==> config.mk <==
export PLATFORM = sky130hd
export DESIGN_NAME = sorting_network_partner
export DESIGN_NICKNAME = d
export VERILOG_FILES = /design/src/hdl/snp_pkg.sv /design/src/hdl/snp_cfg.sv /design/src/hdl/snp_decode.sv /design/src/hdl/snp_mask.sv /design/src/hdl/snp_partner.sv /design/src/hdl/sorting_network_partner.sv
export VERILOG_INCLUDE_DIRS = /design/src /design/src/hdl
export SDC_FILE = /design/constraint.sdc
export NUM_CORES = 1
export LEC_CHECK = 0
export ABC_AREA = 0
export BUFFER_PORTS_ARGS = -buffer_cell sky130_fd_sc_hd__buf_2
export CORE_UTILIZATION = 57
export DETAILED_ROUTE_END_ITERATION = 8
export PLACE_DENSITY_LB_ADDON = 0.3
export SKIP_CTS_REPAIR_TIMING = 1
export SLEW_MARGIN = 20
export SYNTH_ARGS = -nofsm -noshare
export SYNTH_HDL_FRONTEND = slang
export SYNTH_SLANG_ARGS = --single-unit
==> constraint.sdc <==
create_clock -name clk -period 5.9 [get_ports clk]
set_input_delay 1.18 -clock clk [delete_from_list [all_inputs] [get_ports clk]]
set_output_delay 1.18 -clock clk [all_outputs]
set_load 0.01 [all_outputs]
==> src/hdl/sorting_network_partner_macros.svh <==
// ----------------------------------------------------------------------------
// Sorting network partner assertion macros
// Concurrent assertion wrappers on clk / rst_n; empty under synthesis.
// ----------------------------------------------------------------------------
`ifndef SORTING_NETWORK_PARTNER_MACROS_SVH
`define SORTING_NETWORK_PARTNER_MACROS_SVH

`ifndef SYNTHESIS

`define SNP_ASSERT(name, prop, msg) \
  name: assert property (@(posedge clk) disable iff (!rst_n) (prop)) else $error(msg);

`define SNP_ASSERT_IMP(name, ante, cons, msg) \
  name: assert property (@(posedge clk) disable iff (!rst_n) (ante) |-> (cons)) \
    else $error(msg);

`else

`define SNP_ASSERT(name, prop, msg)

`define SNP_ASSERT_IMP(name, ante, cons, msg)

`endif

`endif

==> src/hdl/snp_pkg.sv <==
// ----------------------------------------------------------------------------
// Sorting network partner package
// Widths, codes, stage words and helper functions shared by the pipeline.
// ----------------------------------------------------------------------------
package snp_pkg;

  localparam int MAX_PARTICIPANTS = 1024;

  localparam int RANK_W    = 10;
  localparam int STAGE_W   = 11;
  localparam int STG_W     = 10;  // in-range stage numbers stay below 1024
  localparam int N_W       = 11;
  localparam int KIND_W    = 3;
  localparam int RES_W     = 2;
  localparam int VAL_W     = 11;
  localparam int LG_W      = 4;
  localparam int MAX_LG    = 10;
  localparam int PH_W      = 4;
  localparam int TBL_W     = 6;
  localparam int CFG_IDX_W = 1;

  // network kinds
  localparam logic [KIND_W-1:0] NET_HC_UP    = 3'd0;
  localparam logic [KIND_W-1:0] NET_HC_DOWN  = 3'd1;
  localparam logic [KIND_W-1:0] NET_ODD_EVEN = 3'd2;
  localparam logic [KIND_W-1:0] NET_BATCHER  = 3'd3;
  localparam logic [KIND_W-1:0] NET_BITONIC  = 3'd4;

  // result kinds
  localparam logic [RES_W-1:0] RES_PARTNER  = 2'd0;
  localparam logic [RES_W-1:0] RES_FINISHED = 2'd1;
  localparam logic [RES_W-1:0] RES_COUNT    = 2'd2;

  // register indexes
  localparam logic [CFG_IDX_W-1:0] CFG_NET_KIND     = 1'b0;
  localparam logic [CFG_IDX_W-1:0] CFG_PARTICIPANTS = 1'b1;

  localparam logic [KIND_W-1:0] KIND_RESET = NET_HC_UP;
  localparam logic [N_W-1:0]    N_RESET    = N_W'(1024);

  typedef struct packed {
    logic [KIND_W-1:0] kind;
    logic [N_W-1:0]    n;      // clamped participant count
    logic [LG_W-1:0]   lg;     // floor(log2 n)
    logic [N_W-1:0]    count;  // stage count, zero means no stages
  } cfg_info_t;

  typedef struct packed {
    logic [PH_W-1:0] ph;   // merge phase
    logic [PH_W-1:0] off;  // step inside the phase
  } phase_t;

  // after classify
  typedef struct packed {
    logic [RANK_W-1:0] rank;
    logic [STG_W-1:0]  stage;
    logic [RES_W-1:0]  res_kind;
    logic [PH_W-1:0]   ph;
    logic [PH_W-1:0]   off;
  } a_t;

  // after mask build
  typedef struct packed {
    logic [RANK_W-1:0] rank;
    logic              par;     // stage parity
    logic [RES_W-1:0]  res_kind;
    logic [RANK_W-1:0] flip;
    logic [RANK_W-1:0] bp;      // merge-exchange bit mask
    logic [RANK_W-1:0] bd;      // merge-exchange distance
    logic              r_is_p;
    logic              up;
  } b_t;

  // after partner select
  typedef struct packed {
    logic [RANK_W-1:0] rank;
    logic [RES_W-1:0]  res_kind;
    logic [VAL_W-1:0]  partner;
    logic              up;
  } c_t;

  function automatic logic [N_W-1:0] clamp_n(input logic [N_W-1:0] x);
    return (x > N_W'(MAX_PARTICIPANTS)) ? N_W'(MAX_PARTICIPANTS) : x;
  endfunction

  function automatic logic [LG_W-1:0] floor_log2(input logic [N_W-1:0] x);
    logic [LG_W-1:0] l;
    l = '0;
    for (int b = 1; b < N_W; b++) begin
      if (x[b]) l = LG_W'(b);
    end
    return l;
  endfunction

  function automatic logic [N_W-1:0] stage_count(input logic [KIND_W-1:0] kind,
                                                 input logic [N_W-1:0]    n,
                                                 input logic [LG_W-1:0]   lg);
    logic [7:0]     prod;
    logic [N_W-1:0] cnt;
    prod = 8'(lg) * (8'(lg) + 8'd1);
    case (kind) inside
      NET_HC_UP, NET_HC_DOWN: cnt = N_W'(lg);
      NET_ODD_EVEN: begin
        if (n > N_W'(2))   cnt = n;
        else if (n == '0)  cnt = '0;
        else               cnt = n - N_W'(1);
      end
      NET_BATCHER, NET_BITONIC: cnt = N_W'(prod >> 1);
      default: cnt = '0;
    endcase
    return cnt;
  endfunction

  // Triangular split: phase k covers k+1 stages starting at k(k+1)/2.
  function automatic phase_t stage_phase(input logic [TBL_W-1:0] s);
    phase_t          p;
    logic [TBL_W-1:0] base;
    p.ph = '0;
    base = '0;
    for (int k = 1; k <= MAX_LG; k++) begin
      if (s >= TBL_W'(k * (k + 1) / 2)) begin
        p.ph = PH_W'(k);
        base = TBL_W'(k * (k + 1) / 2);
      end
    end
    p.off = PH_W'(s - base);
    return p;
  endfunction

endpackage

==> src/hdl/snp_cfg.sv <==
// ----------------------------------------------------------------------------
// Sorting network partner configuration registers
// Holds network kind and participant count with derived log2 and stage count.
// ----------------------------------------------------------------------------
module snp_cfg
  import snp_pkg::*;
(
  input  logic                 clk,
  input  logic                 rst_n,
  input  logic                 cfg_we,
  input  logic [CFG_IDX_W-1:0] cfg_index,
  input  logic [N_W-1:0]       cfg_wdata,
  output cfg_info_t            info
);

  logic [KIND_W-1:0] kind_r, kind_nxt;
  logic [N_W-1:0]    n_r, n_nxt;
  logic [LG_W-1:0]   lg_r, lg_nxt;
  logic [N_W-1:0]    count_r, count_nxt;

  always_comb begin
    kind_nxt = kind_r;
    n_nxt    = n_r;
    if (cfg_we) begin
      unique case (cfg_index)
        CFG_NET_KIND:     kind_nxt = cfg_wdata[KIND_W-1:0];
        CFG_PARTICIPANTS: n_nxt    = clamp_n(cfg_wdata);
        default:          kind_nxt = kind_r;
      endcase
    end
    // derived values settle in the same edge as the write
    lg_nxt    = floor_log2(n_nxt);
    count_nxt = stage_count(kind_nxt, n_nxt, lg_nxt);
  end

  always_ff @(posedge clk) begin
    if (!rst_n) begin
      kind_r  <= KIND_RESET;
      n_r     <= N_RESET;
      lg_r    <= floor_log2(N_RESET);
      count_r <= stage_count(KIND_RESET, N_RESET, floor_log2(N_RESET));
    end else begin
      kind_r  <= kind_nxt;
      n_r     <= n_nxt;
      lg_r    <= lg_nxt;
      count_r <= count_nxt;
    end
  end

  assign info.kind  = kind_r;
  assign info.n     = n_r;
  assign info.lg    = lg_r;
  assign info.count = count_r;

endmodule

==> src/hdl/snp_decode.sv <==
// ----------------------------------------------------------------------------
// Sorting network partner classify stage
// Range checks on rank and stage, phase split of the stage number.
// ----------------------------------------------------------------------------
module snp_decode
  import snp_pkg::*;
(
  input  logic                      clk,
  input  logic                      rst_n,
  input  cfg_info_t                 cfg,
  input  logic                      up_valid,
  output logic                      up_ready,
  input  logic [RANK_W-1:0]         up_rank,
  input  logic signed [STAGE_W-1:0] up_stage,
  output logic                      dn_valid,
  input  logic                      dn_ready,
  output a_t                        dn_word
);

  logic   a_v_r;
  a_t     a_r, a_nxt;
  phase_t ph;

  always_comb begin
    ph          = stage_phase(up_stage[TBL_W-1:0]);
    a_nxt.rank  = up_rank;
    a_nxt.stage = up_stage[STG_W-1:0];
    a_nxt.ph    = ph.ph;
    a_nxt.off   = ph.off;
    if (cfg.count == '0 || {1'b0, up_rank} >= cfg.n) begin
      a_nxt.res_kind = RES_FINISHED;
    end else if (up_stage[STAGE_W-1]) begin
      a_nxt.res_kind = RES_COUNT;
    end else if ({1'b0, up_stage[STG_W-1:0]} >= cfg.count) begin
      a_nxt.res_kind = RES_FINISHED;
    end else begin
      a_nxt.res_kind = RES_PARTNER;
    end
  end

  assign up_ready = !a_v_r || dn_ready;

  always_ff @(posedge clk) begin
    if (!rst_n) begin
      a_v_r <= 1'b0;
    end else if (up_ready) begin
      a_v_r <= up_valid;
    end
  end

  always_ff @(posedge clk) begin
    if (up_ready && up_valid) begin
      a_r <= a_nxt;
    end
  end

  assign dn_valid = a_v_r;
  assign dn_word  = a_r;

endmodule

==> src/hdl/snp_mask.sv <==
// ----------------------------------------------------------------------------
// Sorting network partner mask stage
// Builds the flip mask, merge-exchange mask and distance, and direction bit.
// ----------------------------------------------------------------------------
module snp_mask
  import snp_pkg::*;
(
  input  logic      clk,
  input  logic      rst_n,
  input  cfg_info_t cfg,
  input  logic      up_valid,
  output logic      up_ready,
  input  a_t        up_word,
  output logic      dn_valid,
  input  logic      dn_ready,
  output b_t        dn_word
);

  logic            b_v_r;
  b_t              b_r, b_nxt;
  logic [LG_W-1:0] sel;
  logic [VAL_W-1:0] rank_sh;
  logic [RANK_W-1:0] bp;

  always_comb begin
    case (cfg.kind) inside
      NET_HC_UP:   sel = up_word.stage[LG_W-1:0];
      NET_HC_DOWN: sel = cfg.lg - LG_W'(1) - up_word.stage[LG_W-1:0];
      NET_BITONIC: sel = up_word.ph - up_word.off;
      default:     sel = '0;
    endcase

    // merge-exchange: p = top >> phase; first step has r = 0 and d = p
    bp = RANK_W'(1) << (cfg.lg - LG_W'(1) - up_word.ph);
    rank_sh = VAL_W'({1'b0, up_word.rank} >> (up_word.ph + PH_W'(1)));

    b_nxt.rank     = up_word.rank;
    b_nxt.par      = up_word.stage[0];
    b_nxt.res_kind = up_word.res_kind;
    b_nxt.flip     = RANK_W'(1) << sel;
    b_nxt.bp       = bp;
    b_nxt.r_is_p   = (up_word.off != '0);
    b_nxt.bd       = (up_word.off == '0) ? bp
                   : (RANK_W'(1) << (cfg.lg - up_word.off)) - bp;
    b_nxt.up       = (cfg.kind == NET_BITONIC) && rank_sh[0];
  end

  assign up_ready = !b_v_r || dn_ready;

  always_ff @(posedge clk) begin
    if (!rst_n) begin
      b_v_r <= 1'b0;
    end else if (up_ready) begin
      b_v_r <= up_valid;
    end
  end

  always_ff @(posedge clk) begin
    if (up_ready && up_valid) begin
      b_r <= b_nxt;
    end
  end

  assign dn_valid = b_v_r;
  assign dn_word  = b_r;

endmodule

==> src/hdl/snp_partner.sv <==
// ----------------------------------------------------------------------------
// Sorting network partner select and output stages
// Picks the partner for the selected network, then forms the result word.
// ----------------------------------------------------------------------------
`include "sorting_network_partner_macros.svh"

module snp_partner
  import snp_pkg::*;
(
  input  logic              clk,
  input  logic              rst_n,
  input  cfg_info_t         cfg,
  input  logic              up_valid,
  output logic              up_ready,
  input  b_t                up_word,
  output logic              out_valid,
  input  logic              out_ready,
  output logic [RES_W-1:0]  out_result_kind,
  output logic [VAL_W-1:0]  out_value,
  output logic              out_partner_exists,
  output logic              out_up_direction
);

  logic              c_v_r;
  c_t                c_r, c_nxt;
  logic              c_ready;
  logic [VAL_W-1:0]  rank_ext, rank_inc, bd_ext, lo;
  logic              hit_up, lo_ok;

  logic              d_v_r;
  logic [RES_W-1:0]  kind_r, kind_nxt;
  logic [VAL_W-1:0]  value_r, value_nxt;
  logic              exists_r, exists_nxt;
  logic              up_r, up_nxt;
  logic              d_ready;
  logic [VAL_W-1:0]  c_rank_ext;

  // ---- partner select
  always_comb begin
    rank_ext = {1'b0, up_word.rank};
    rank_inc = rank_ext + VAL_W'(1);
    bd_ext   = {1'b0, up_word.bd};
    lo       = rank_ext - bd_ext;
    hit_up   = ((|(up_word.rank & up_word.bp)) == up_word.r_is_p);
    lo_ok    = (rank_ext >= bd_ext) && ((|(lo[RANK_W-1:0] & up_word.bp)) == up_word.r_is_p);

    case (cfg.kind) inside
      NET_HC_UP, NET_HC_DOWN, NET_BITONIC: begin
        c_nxt.partner = {1'b0, up_word.rank ^ up_word.flip};
      end
      NET_ODD_EVEN: begin
        // end participants clamp back onto themselves
        if (up_word.par == up_word.rank[0]) begin
          c_nxt.partner = (rank_inc < cfg.n) ? rank_inc : rank_ext;
        end else begin
          c_nxt.partner = (up_word.rank == '0) ? rank_ext : rank_ext - VAL_W'(1);
        end
      end
      NET_BATCHER: begin
        if (hit_up)     c_nxt.partner = rank_ext + bd_ext;
        else if (lo_ok) c_nxt.partner = lo;
        else            c_nxt.partner = cfg.n;
      end
      default: c_nxt.partner = rank_ext;
    endcase

    c_nxt.rank     = up_word.rank;
    c_nxt.res_kind = up_word.res_kind;
    c_nxt.up       = up_word.up;
  end

  assign up_ready = !c_v_r || c_ready;
  assign c_ready  = d_ready;

  always_ff @(posedge clk) begin
    if (!rst_n) begin
      c_v_r <= 1'b0;
    end else if (up_ready) begin
      c_v_r <= up_valid;
    end
  end

  always_ff @(posedge clk) begin
    if (up_ready && up_valid) begin
      c_r <= c_nxt;
    end
  end

  // ---- result word
  assign c_rank_ext = {1'b0, c_r.rank};

  always_comb begin
    kind_nxt = c_r.res_kind;
    case (c_r.res_kind)
      RES_PARTNER: begin
        value_nxt  = c_r.partner;
        exists_nxt = (c_r.partner != c_rank_ext) && (c_r.partner < cfg.n);
        up_nxt     = c_r.up;
      end
      RES_COUNT: begin
        value_nxt  = cfg.count;
        exists_nxt = 1'b0;
        up_nxt     = 1'b0;
      end
      default: begin
        value_nxt  = '0;
        exists_nxt = 1'b0;
        up_nxt     = 1'b0;
      end
    endcase
  end

  assign d_ready = !d_v_r || out_ready;

  always_ff @(posedge clk) begin
    if (!rst_n) begin
      d_v_r <= 1'b0;
    end else if (d_ready) begin
      d_v_r <= c_v_r;
    end
  end

  always_ff @(posedge clk) begin
    if (d_ready && c_v_r) begin
      kind_r   <= kind_nxt;
      value_r  <= value_nxt;
      exists_r <= exists_nxt;
      up_r     <= up_nxt;
    end
  end

  assign out_valid          = d_v_r;
  assign out_result_kind    = kind_r;
  assign out_value          = value_r;
  assign out_partner_exists = exists_r;
  assign out_up_direction   = up_r;

  // ---- checks
  `SNP_ASSERT_IMP(a_oe_neighbor, c_v_r && c_r.res_kind == RES_PARTNER && cfg.kind == NET_ODD_EVEN, c_r.partner == c_rank_ext || c_r.partner == c_rank_ext + 11'd1 || c_r.partner + 11'd1 == c_rank_ext, "odd-even partner not adjacent")
  `SNP_ASSERT(a_xor_one_bit, (c_v_r && c_r.res_kind == RES_PARTNER && (cfg.kind == NET_HC_UP || cfg.kind == NET_HC_DOWN || cfg.kind == NET_BITONIC)) |-> $onehot(c_r.partner ^ c_rank_ext), "partner differs in other than one bit")
  `SNP_ASSERT_IMP(a_up_bitonic, out_valid && out_up_direction, cfg.kind == NET_BITONIC && out_result_kind == RES_PARTNER, "direction bit outside bitonic partner word")
  `SNP_ASSERT_IMP(a_exists_range, out_valid && out_partner_exists, out_result_kind == RES_PARTNER && out_value < cfg.n, "partner flagged but not a valid partner")

endmodule

==> src/hdl/sorting_network_partner.sv <==
// ----------------------------------------------------------------------------
// Sorting network partner
// Compare-exchange partner lookup for five sorting networks.
// ----------------------------------------------------------------------------
// Takes one word per clock and returns one result word for each, in order.
// The path is four register stages (classify, mask build, partner select,
// output register), each stalling independently on a valid/ready basis, so
// throughput stays at one word per cycle as long as out_ready is high. Write
// cfg_index 0 for the network kind and 1 for the participant count (clamped
// to 1024) only while no word is in flight; the derived log2 and stage count
// update in the same edge as the write.
module sorting_network_partner
  import snp_pkg::*;
(
  input  logic                      clk,
  input  logic                      rst_n,
  input  logic                      cfg_we,
  input  logic [CFG_IDX_W-1:0]      cfg_index,
  input  logic [N_W-1:0]            cfg_wdata,
  input  logic                      in_valid,
  output logic                      in_ready,
  input  logic [RANK_W-1:0]         in_rank,
  input  logic signed [STAGE_W-1:0] in_stage,
  output logic                      out_valid,
  input  logic                      out_ready,
  output logic [RES_W-1:0]          out_result_kind,
  output logic [VAL_W-1:0]          out_value,
  output logic                      out_partner_exists,
  output logic                      out_up_direction
);

  cfg_info_t cfg;
  logic      a_valid, a_ready;
  a_t        a_word;
  logic      b_valid, b_ready;
  b_t        b_word;

  snp_cfg u_cfg (
    .clk       (clk),
    .rst_n     (rst_n),
    .cfg_we    (cfg_we),
    .cfg_index (cfg_index),
    .cfg_wdata (cfg_wdata),
    .info      (cfg)
  );

  snp_decode u_decode (
    .clk      (clk),
    .rst_n    (rst_n),
    .cfg      (cfg),
    .up_valid (in_valid),
    .up_ready (in_ready),
    .up_rank  (in_rank),
    .up_stage (in_stage),
    .dn_valid (a_valid),
    .dn_ready (a_ready),
    .dn_word  (a_word)
  );

  snp_mask u_mask (
    .clk      (clk),
    .rst_n    (rst_n),
    .cfg      (cfg),
    .up_valid (a_valid),
    .up_ready (a_ready),
    .up_word  (a_word),
    .dn_valid (b_valid),
    .dn_ready (b_ready),
    .dn_word  (b_word)
  );

  snp_partner u_partner (
    .clk                (clk),
    .rst_n              (rst_n),
    .cfg                (cfg),
    .up_valid           (b_valid),
    .up_ready           (b_ready),
    .up_word            (b_word),
    .out_valid          (out_valid),
    .out_ready          (out_ready),
    .out_result_kind    (out_result_kind),
    .out_value          (out_value),
    .out_partner_exists (out_partner_exists),
    .out_up_direction   (out_up_direction)
  );

endmodule

==> summary.txt, run 1 <==
Worst reg2reg path endpoint -> u_cfg.count_r[6]
Clock latency on the worst-skew pair -> 0.44 ns
Register-to-register setup slack -> 1.13 ns
Internal power consumption -> 2.24 mW
Number of clock sinks -> 141
Mapped Avg Cell Area -> 9.58 um^2
Count of TritonRoute iterations in the first routing pass -> 5
Worst Path Max Fanout -> 14
Switching part of the total power -> 34.8%
WS Path Type -> in -> reg
Capture endpoint of the worst hold path -> u_partner.kind_nxt[0]
Cell area after placement -> 11100 um^2
Crit path max-delay cell type -> sky130_fd_sc_hd__fa_1
DRC violations left -> 0
Core footprint -> 18000 um^2
Portion of the post-synthesis area used by sequential elements -> 37.0%
Number of clock buffers inserted by TritonCTS -> 17
Worst endpoint data arrival time -> 5.84 ns
Most area-hungry cell type in the Yosys netlist -> sky130_fd_sc_hd__edfxtp_1
Final-report max-slew violation count -> 0
Required time at the endpoint of the critical path -> 6.22 ns
Area growth from synthesis to layout -> 11.0%
Startpoint Class -> input port
Relative slew slack -> 37.6%
Async set or reset register ratio after synthesis -> 0%
Total grt overflow -> 0
Power Dens Cells -> 293 nW/um^2
Area of the die -> 19100 um^2
Portion of total power attributed to the clock network -> 30.9%
Worst Setup End Kind -> flip-flop
Number of antenna violations at the first check in global routing -> 1
Count of H-tree levels built during CTS -> 4
Final wirelength -> 27700 um
Die height -> 138 um
Cell depth of the worst min-delay path -> 0
Sw power -> 1.20 mW
Vias in the first global route -> 8505
Nets -> 1313
Clock transition time at the flip-flop clock pins of the worst setup and hold paths -> 0.07 ns
Port Buf Inserts -> 54
First-iteration detailed-routing DRC count -> 989
Count of synthesis-stage warnings from yosys -> 0
Pin slew with the least headroom to its limit -> 0.934 ns
Shortest period the worst path allows -> 5.51 ns
Antenna-violating nets left -> 0
Final setup skew -> 0.0119 ns
Buffer depth of the longest clock path -> 2
RR Startpoint -> u_cfg.n_r[2]
Post-synth EDFFs -> 108
GRT Resource Usage Total -> 29.6%
Post-Syn Area -> 10600 um^2
Mean number of vias per cell -> 6.24
Commonest cells in the synthesized netlist -> 108 x sky130_fd_sc_hd__edfxtp_1, 106 x sky130_fd_sc_hd__ha_1, 101 x sky130_fd_sc_hd__inv_1
Unrepaired setup endpoints after global routing -> false
Top-area cell type share of the netlist area -> 30.7%
Number of cells produced by synthesis -> 1101
Max Clock Freq -> 181 MHz
Most repeated cell in the gate-level netlist after synthesis -> sky130_fd_sc_hd__edfxtp_1
CTS tree -> built
Final hold violation count -> 0
Half-perimeter wire length after placement -> 21100 um
Crit-path cells -> buf_2, nand2_1, buf_4, a21oi_1, nand2_1, o21bai_1, a31oi_1, inv_1, ha_1, inv_1, ha_1, or2_2, fa_1, inv_1, fa_1, ha_1, a21o_1, a21o_1, a21o_1, a21oi_1, xnor2_1, a22oi_1, nor2_1
Gate power share -> 33.0%
Horiz. Die Dim -> 138 um
Fin Setup TNS -> 0 ns
Buffers plus inverters on the worst setup path -> 5
Summed area of non-filler cells in the final layout -> 11700 um^2
Classification of the worst-slack hold path -> reg -> reg
Lkg Pwr -> 4.88 nW
Register bit count reported by yosys -> 141
Top Ports -> 55
Wire length of the first global-routing pass -> 44100 um
Number of setup violations in the final report -> 0
Fraction of final layout cells with drive strength greater than 1 -> 11.8%
Final critical-path share of the clock period -> 93.4%
Crit path largest cell delay -> 0.49 ns
Worst ir drop on vdd -> 0.232 mV
Clock root buffer -> sky130_fd_sc_hd__clkbuf_16
Power share of the sequential group -> 36.1%
Pin count of the biggest net entering global routing -> 46
Count of standard-cell rows -> 49
Max-capacitance violation count -> 0
Hold Crit Start -> u_mask.dn_word[32]
Outcome -> finished, final reports clean
Global placement routability congestion -> 0.965
WL/cell -> 19.8 um
Critical path's top delay family -> adder cells
Starting Density -> 58.5%
R2R cell count -> 23
Count of cell types in the netlist -> 83
Leading post-synthesis cells by cell area -> sky130_fd_sc_hd__edfxtp_1 31%, sky130_fd_sc_hd__ha_1 13%, sky130_fd_sc_hd__dfxtp_1 6.3%, sky130_fd_sc_hd__a21oi_1 3.7%, sky130_fd_sc_hd__inv_1 3.6%
Routed vias -> 8727
Synth Flop Type -> sky130_fd_sc_hd__edfxtp_1
==> placed cells by master, fill, tap and decap left out, drive strengths merged, types with 31 or more instances in the layout <==
cell / Yosys / final
inv: 101 / 109
edfxtp: 108 / 108
ha: 106 / 106
a21oi: 79 / 79
buf: 7 / 74
nor2: 73 / 73
nand2: 64 / 64
o21ai: 50 / 50
mux2i: 33 / 33
dfxtp: 33 / 33
xnor2: 32 / 32
nor3: 31 / 31
==> worst register-to-register path, cell delays in order, from the launching register on <==
cell and delay (ns):
sky130_fd_sc_hd__dfxtp_1 0.34, sky130_fd_sc_hd__mux2_2 0.28, sky130_fd_sc_hd__o21ai_0 0.15, sky130_fd_sc_hd__a21boi_0 0.12
sky130_fd_sc_hd__o21ai_0 0.17, sky130_fd_sc_hd__nand2_1 0.07, sky130_fd_sc_hd__nand2_1 0.13, sky130_fd_sc_hd__nand2_2 0.09
sky130_fd_sc_hd__inv_1 0.10, sky130_fd_sc_hd__ha_1 0.17, sky130_fd_sc_hd__inv_1 0.05, sky130_fd_sc_hd__ha_1 0.30
sky130_fd_sc_hd__or2_2 0.31, sky130_fd_sc_hd__fa_1 0.49, sky130_fd_sc_hd__inv_1 0.06, sky130_fd_sc_hd__fa_1 0.49
sky130_fd_sc_hd__ha_1 0.30, sky130_fd_sc_hd__a21o_1 0.15, sky130_fd_sc_hd__a21o_1 0.19, sky130_fd_sc_hd__a21o_1 0.18
sky130_fd_sc_hd__a21oi_1 0.17, sky130_fd_sc_hd__xnor2_1 0.10, sky130_fd_sc_hd__a22oi_1 0.20, sky130_fd_sc_hd__nor2_1 0.06
==> registers in the layout (all words and copies together), names as in the netlist, 2 cells and up <==
register,cells
u_partner.out_result_kind,2
u_cfg.count_r,11
u_cfg.kind_r,3
u_mask.dn_word,45
u_cfg.lg_r,4
u_partner.out_value,11
u_partner.c_r,22
u_decode.dn_word,24
u_cfg.n_r,11
u_partner.kind_nxt,2
==> how the worst max path moves through the flow <==
stage	cells after the start	startpoint	slack, ns	end
3_5_place_dp	26	cfg_index	-0.04	u_cfg.count_r[6]
3_3_place_gp	25	cfg_we	0.12	u_cfg.count_r[6]
5_1_grt	26	cfg_index	0.009	u_cfg.count_r[6]
6_report	23	cfg_index	0.39	u_cfg.count_r[6]
2_1_floorplan	25	cfg_wdata[10]	0.11	u_cfg.count_r[6]
4_1_cts	26	cfg_index	0.41	u_cfg.count_r[6]
==> metal layers <==
layer	up-vias	track usage [%]	wire [um]
met5	-	0	0
met1	4112	39.5	11800
met2	419	46.7	12600
met4	0	13.4	1050
met3	85	5.85	2200
li1	4111	-	-
==> final cells by class <==
cell class / count / area [um^2]
antenna: 1 / 2.50
clock buffer: 17 / 425
clock inverter: 15 / 155
fill: 1432 / 6310
inverter: 101 / 379
multi-input combinational: 820 / 6140
sequential: 141 / 3900
tap: 229 / 287
timing repair buffer: 74 / 420
==> kinds of logic after synthesis <==
kind of cell             after synthesis  synth area share (%)
AND/OR/NAND/NOR                      319                  15.7
flip-flops                           141                  37.0
other                                  2                0.0712
AO/OA/AOI/OAI                        276                  17.4
multiplexers                          40                  4.13
adder cells (fa/ha/maj)              120                  15.2
buffers and inverters                141                  5.23
XOR/XNOR                              62                  5.15
==> power by group through the flow <==
stage                     logic (mW)  registers [mW]  clock network, mW
after CTS                       1.12            1.24               1.07
after detailed placement        1.11            1.26                  0
after global routing            1.26            1.24               1.11
after global placement          1.08            1.25                  0
after floorplan                0.880            1.22                  0
final                           1.13            1.24               1.06
==> stage by stage <==
step           worst slack, ns  hold slack (ns)  power, mW  instances  util [%]
2_1_floorplan            0.108            0.400       2.10       1102         -
3_3_place_gp             0.119            0.404       2.34       1365      61.7
3_5_place_dp           -0.0393            0.406       2.36       1365      61.7
4_1_cts                  0.406            0.422       3.42       1397      64.9
5_1_grt                0.00934            0.429       3.61       1397      65.0
6_report                 0.388            0.421       3.43       1398      65.0
Note: power is estimated with default switching activity, not from simulation.
==> run 2: changes to the inputs <==
--- a/config.mk
+++ b/config.mk
@@ -8,7 +8,7 @@
 export LEC_CHECK = 0
 export ABC_AREA = 0
 export BUFFER_PORTS_ARGS = -buffer_cell sky130_fd_sc_hd__buf_2
-export CORE_UTILIZATION = 57
+export CORE_UTILIZATION = 63
 export DETAILED_ROUTE_END_ITERATION = 8
 export PLACE_DENSITY_LB_ADDON = 0.3
 export SKIP_CTS_REPAIR_TIMING = 1
==> constraint.sdc (replaced) <==
create_clock -name clk -period 6.2 [get_ports clk]
set_input_delay 1.24 -clock clk [delete_from_list [all_inputs] [get_ports clk]]
set_output_delay 1.24 -clock clk [all_outputs]
set_load 0.01 [all_outputs]
==> run 2 against run 1 <==
Compared with the run above: register-to-register slack improved by 0.32 ns; via count decreased by 1.0%; clock power decreased by 7%; combinational power decreased by 4%; worst setup slack improved by 0.13 ns; clock-buffer cell count increased by 1; cell count decreased by 1.6%; critical endpoint unchanged.
==> summary.txt, run 2 (synthesized netlist as in run 1, its figures left out) <==
Outcome -> finished, final reports clean
Shortest period the worst path allows -> 5.68 ns
Max-capacitance violation count -> 0
Final critical-path share of the clock period -> 91.6%
Pin count of the biggest net entering global routing -> 37
Area of the die -> 17300 um^2
Fin Setup TNS -> 0 ns
Unrepaired setup endpoints after global routing -> false
Global placement routability congestion -> 0.961
Area growth from synthesis to layout -> 10.1%
Met1 demand-to-capacity share in global routing -> 42.0%
R2R cell count -> 23
Fraction of final layout cells with drive strength greater than 1 -> 11.0%
Relative slew slack -> 34.1%
Clock root buffer -> sky130_fd_sc_hd__clkbuf_16
Die height -> 131 um
Final hold violation count -> 0
Worst Setup End Kind -> flip-flop
Final setup skew -> 0.0117 ns
Buffer depth of the longest clock path -> 2
GRT Resource Usage Total -> 31.9%
Starting Density -> 65.5%
Vias in the first global route -> 8255
# fillers -> 1147
Worst ir drop on vdd -> 0.229 mV
Core footprint -> 16100 um^2
Storage element area -> 3900 um^2
Worst Path Max Fanout -> 9
Max Clock Freq -> 176 MHz
Total grt overflow -> 0
Most common cell after layout, fill and taps aside -> sky130_fd_sc_hd__edfxtp_1
Wire length of the first global-routing pass -> 42900 um
Global routing met3 resource utilization -> 6.83%
Lkg Pwr -> 4.84 nW
Half-perimeter wire length after placement -> 20600 um
Utilization after layout -> 72.1%
WL/cell -> 19.6 um
Count of H-tree levels built during CTS -> 4
Mean number of vias per cell -> 6.28
Final wirelength -> 26900 um
Port Buf Inserts -> 54
Most frequent cells in the layout -> 108 x sky130_fd_sc_hd__edfxtp_1, 106 x sky130_fd_sc_hd__ha_1, 101 x sky130_fd_sc_hd__inv_1, 79 x sky130_fd_sc_hd__a21oi_1, 73 x sky130_fd_sc_hd__nor2_1
Nets -> 1304
Number of antenna violations at the first check in global routing -> 0
Required time at the endpoint of the critical path -> 6.52 ns
Clock transition time at the flip-flop clock pins of the worst setup and hold paths -> 0.07 ns
Antenna-violating nets left -> 0
Count of standard-cell rows -> 46
Worst endpoint data arrival time -> 6.00 ns
Final-report max-slew violation count -> 0
Number of setup violations in the final report -> 0
Pin slew with the least headroom to its limit -> 0.987 ns
Clock latency on the worst-skew pair -> 0.43 ns
Routed vias -> 8639
Number of clock sinks -> 141
Number of clock buffers inserted by TritonCTS -> 17
Number of flip-flops in the largest register -> 45
Classification of the worst-slack hold path -> reg -> reg
Startpoint Class -> input port
WS Path Type -> in -> reg
First-iteration detailed-routing DRC count -> 1070
CTS tree -> built
Total power consumption of the routed design -> 3.25 mW
Most used routing layer in global routing -> met2
Combined area of the multi-input logic cells -> 6130 um^2
Power Dens Cells -> 280 nW/um^2
Horiz. Die Dim -> 131 um
Top Ports -> 55
Antenna diodes -> 0
Met2 Usage GRT -> 50.3%
DRC violations left -> 0
Cell depth of the worst min-delay path -> 0
Count of TritonRoute iterations in the first routing pass -> 6
==> run 2: changes by cell type in the layout (fill, tap and decap cells not counted), sizes merged <==
cell and delta:
buf -9, clkbuf +1, clkinv +2, diode -1, inv -3
==> run 2: worst max-delay path: stages <==
cell                       delay, ns
sky130_fd_sc_hd__buf_2          0.14
sky130_fd_sc_hd__nand2_1        0.20
sky130_fd_sc_hd__buf_4          0.23
sky130_fd_sc_hd__a21oi_1        0.32
sky130_fd_sc_hd__a21boi_0       0.22
sky130_fd_sc_hd__o21ai_0        0.10
sky130_fd_sc_hd__nand2_1        0.10
sky130_fd_sc_hd__nand2_1        0.07
sky130_fd_sc_hd__nand2_1        0.14
sky130_fd_sc_hd__inv_1          0.07
sky130_fd_sc_hd__ha_1           0.19
sky130_fd_sc_hd__inv_1          0.05
sky130_fd_sc_hd__ha_1           0.24
sky130_fd_sc_hd__or2_2          0.32
sky130_fd_sc_hd__fa_1           0.48
sky130_fd_sc_hd__inv_1          0.05
sky130_fd_sc_hd__fa_1           0.50
sky130_fd_sc_hd__ha_1           0.30
sky130_fd_sc_hd__a21o_1         0.15
sky130_fd_sc_hd__a21o_1         0.20
sky130_fd_sc_hd__a21o_1         0.17
sky130_fd_sc_hd__a21oi_1        0.18
sky130_fd_sc_hd__xnor2_1        0.09
sky130_fd_sc_hd__a22oi_1        0.19
sky130_fd_sc_hd__nor2_1         0.05
==> run 2: where the power goes <==
part / internal [mW] / switching, mW / total (mW)
clock network: 0.569 / 0.419 / 0.988
logic: 0.451 / 0.632 / 1.08
registers: 1.11 / 0.0693 / 1.18
==> run 2: path summary, 6_finish.rpt <==
kind | start | endpoint | slack, ns
min | u_mask.dn_word[33] | u_partner.kind_nxt[1] | 0.42
max | cfg_index | u_cfg.count_r[6] | 0.52
max reg2reg | u_cfg.n_r[3] | u_cfg.count_r[6] | 1.45
min reg2reg | u_mask.dn_word[33] | u_partner.kind_nxt[1] | 0.42
==> run 2: area by class of cell <==
type | count | share of cell area, %
sequential | 141 | 33.6
clock inverter | 14 | 1.17
tap | 216 | 2.33
inverter | 101 | 3.26
clock buffer | 18 | 3.78
timing repair buffer | 65 | 3.04
multi-input combinational | 820 | 52.8
==> run 2: layer usage <==
metal | vias up | routed length (um)
li1 | 4099 | -
met1 | 4019 | 11000
met2 | 429 | 12300
met3 | 92 | 2470
met4 | 0 | 1150
met5 | - | 0
==> run 2: metrics by stage <==
stage	std cells	area, um^2	hold slack, ns	worst slack, ns
after floorplan	1102	10600	0.400	0.348
after global placement	1343	11000	0.406	0.251
after detailed placement	1343	11000	0.405	0.111
after CTS	1375	11600	0.420	0.553
after global routing	1375	11600	0.435	0.179
final	1375	11600	0.422	0.519
==> run 3: changes to the inputs <==
--- a/config.mk
+++ b/config.mk
@@ -10,7 +10,7 @@
 export BUFFER_PORTS_ARGS = -buffer_cell sky130_fd_sc_hd__buf_2
 export CORE_UTILIZATION = 63
 export DETAILED_ROUTE_END_ITERATION = 8
-export PLACE_DENSITY_LB_ADDON = 0.3
+export PLACE_DENSITY = 0.87
 export SKIP_CTS_REPAIR_TIMING = 1
 export SLEW_MARGIN = 20
 export SYNTH_ARGS = -nofsm -noshare
==> run 3 against run 2 <==
Compared with the run above: sequential cell count did not move; first-iteration DRC count grew 17%; critical path type unchanged; clock power decreased by 2.1%; global-route usage rose by 1.3 points; critical endpoint unchanged; highest routed layer unchanged; sequential power barely moved; total power down 0.34%; worst hold slack improved by 0.0028 ns; final area is essentially flat; critical path depth down 2; sequential share of layout area barely moved; combinational power hardly changed; via count increased by 3.4%.
==> summary.txt, run 3 (synthesized netlist as in run 1, its figures left out) <==
Area of the die -> 17300 um^2
GRT Resource Usage Total -> 33.2%
Area growth from synthesis to layout -> 10.0%
Number of clock sinks -> 141
Count of TritonRoute iterations in the first routing pass -> 5
Number of antenna violations at the first check in global routing -> 0
Half-perimeter wire length after placement -> 20900 um
Max-capacitance violation count -> 0
Worst Setup End Kind -> flip-flop
Nets -> 1305
Final setup skew -> 0.00918 ns
Cell area after placement -> 11000 um^2
Relative slew slack -> 36.7%
Buffer depth of the longest clock path -> 2
CTS tree -> built
Wire length of the first global-routing pass -> 44200 um
Most common cell after layout, fill and taps aside -> sky130_fd_sc_hd__edfxtp_1
Horiz. Die Dim -> 131 um
Storage element area -> 3900 um^2
Start point of the critical path -> cfg_index
RR Startpoint -> u_cfg.n_r[2]
Final hold violation count -> 0
Mean number of vias per cell -> 6.49
Crit-path cells -> buf_2, nand2_1, buf_4, a21oi_1, a21boi_0, o21ai_0, nand2_1, nand2_1, nand2_1, buf_4, ha_1, or3_1, fa_1, inv_1, fa_1, ha_1, a21o_1, a21o_1, a21o_1, a21oi_1, xnor2_1, a22oi_1, nor2_1
Core footprint -> 16100 um^2
Total grt overflow -> 0
Final critical-path share of the clock period -> 89.6%
Clock root buffer -> sky130_fd_sc_hd__clkbuf_16
Crit path max-delay cell type -> sky130_fd_sc_hd__fa_1
Met3 wire len -> 2420 um
Met2 layer wire length in the routed design -> 13100 um
WL/cell -> 20.3 um
Final wirelength -> 28000 um
Shortest period the worst path allows -> 5.55 ns
Number of clock buffers inserted by TritonCTS -> 17
Worst slack after detailed placement -> 0.276 ns
Crit path largest cell delay -> 0.52 ns
Top sig layer -> met4
Global placement routability congestion -> 0.959
Die height -> 131 um
Routed vias -> 8930
Top Ports -> 55
Lkg Pwr -> 4.84 nW
Final-report max-slew violation count -> 0
Number of flip-flops in the largest register -> 45
Count of standard-cell rows -> 46
# fillers -> 1145
Count of H-tree levels built during CTS -> 4
Most frequent cells in the layout -> 108 x sky130_fd_sc_hd__edfxtp_1, 106 x sky130_fd_sc_hd__ha_1, 101 x sky130_fd_sc_hd__inv_1, 79 x sky130_fd_sc_hd__a21oi_1, 73 x sky130_fd_sc_hd__nor2_1
Antenna diodes -> 0
Most frequent cell on the critical path -> sky130_fd_sc_hd__nand2_1
Unrepaired setup endpoints after global routing -> false
Final worst setup slack -> 0.645 ns
DRC violations left -> 0
Fin Setup TNS -> 0 ns
Max Clock Freq -> 180 MHz
Worst ir drop on vdd -> 0.201 mV
Clock latency on the worst-skew pair -> 0.43 ns
Cell depth of the worst min-delay path -> 0
Startpoint Class -> input port
R2R cell count -> 21
Classification of the worst-slack hold path -> reg -> reg
Fraction of final layout cells with drive strength greater than 1 -> 11.0%
Combined area of the multi-input logic cells -> 6130 um^2
Summed area of non-filler cells in the final layout -> 11600 um^2
Hold Crit Start -> u_mask.dn_word[32]
Outcome -> finished, final reports clean
Min Hold Slack -> 0.425 ns
Clock transition time at the flip-flop clock pins of the worst setup and hold paths -> 0.06 ns
Starting Density -> 65.5%
Pin slew with the least headroom to its limit -> 0.949 ns
Power Dens Cells -> 279 nW/um^2
Worst Path Max Fanout -> 14
Worst endpoint data arrival time -> 5.87 ns
WS Path Type -> in -> reg
Pin count of the biggest net entering global routing -> 38
Port Buf Inserts -> 54
Vias in the first global route -> 8669
First-iteration detailed-routing DRC count -> 1253
Number of setup violations in the final report -> 0
Total power consumption of the routed design -> 3.24 mW
Met1 Wirelength -> 11100 um
Register-to-register setup slack -> 1.47 ns
Required time at the endpoint of the critical path -> 6.51 ns
Antenna-violating nets left -> 0
## run 3: worst paths after layout
path	endpoint
max	u_cfg.count_r[6]
min	u_partner.kind_nxt[0]
max reg2reg	u_cfg.count_r[6]
min reg2reg	u_partner.kind_nxt[0]
## run 3: metal layers
| layer | vias to the layer above | global-route usage [%] |
|---|---|---|
| met3 | 111 | 5.98 |
| met5 | - | 0 |
| met1 | 4210 | 42.3 |
| met4 | 0 | 18.3 |
| met2 | 495 | 53.6 |
| li1 | 4114 | - |
## run 3: final cells by class
cell class	count	area share (%)
clock buffers	19	3.82
inverters	101	3.27
repair buffers	66	3.10
multi-input cells	820	52.9
flip-flops and latches	141	33.6
well taps	216	2.33
clock inverters	13	0.992
## run 3: critical path, delay by kind of cell
family                     cells  cell delay [ns]
adders and majority gates      4             1.65
xor gates and xnor gates       1             0.09
and+or+nand+nor                6             0.81
buffers and inverters          4             0.55
AOI/OAI and AO/OA              8             1.53
## run 3: power by group
part | internal (mW) | switching [mW] | total (mW) | leakage [nW]
registers | 1.11 | 0.0716 | 1.18 | 1.29
logic | 0.452 | 0.638 | 1.09 | 3.28
clock network | 0.563 | 0.405 | 0.967 | 0.268
total | 2.12 | 1.11 | 3.24 | 4.84
## run 3: stage by stage
stage	cells	util, %
after CTS	1376	72.0
after global placement	1344	68.5
after detailed placement	1344	68.5
final	1376	72.0
after floorplan	1102	-
after global routing	1376	72.0
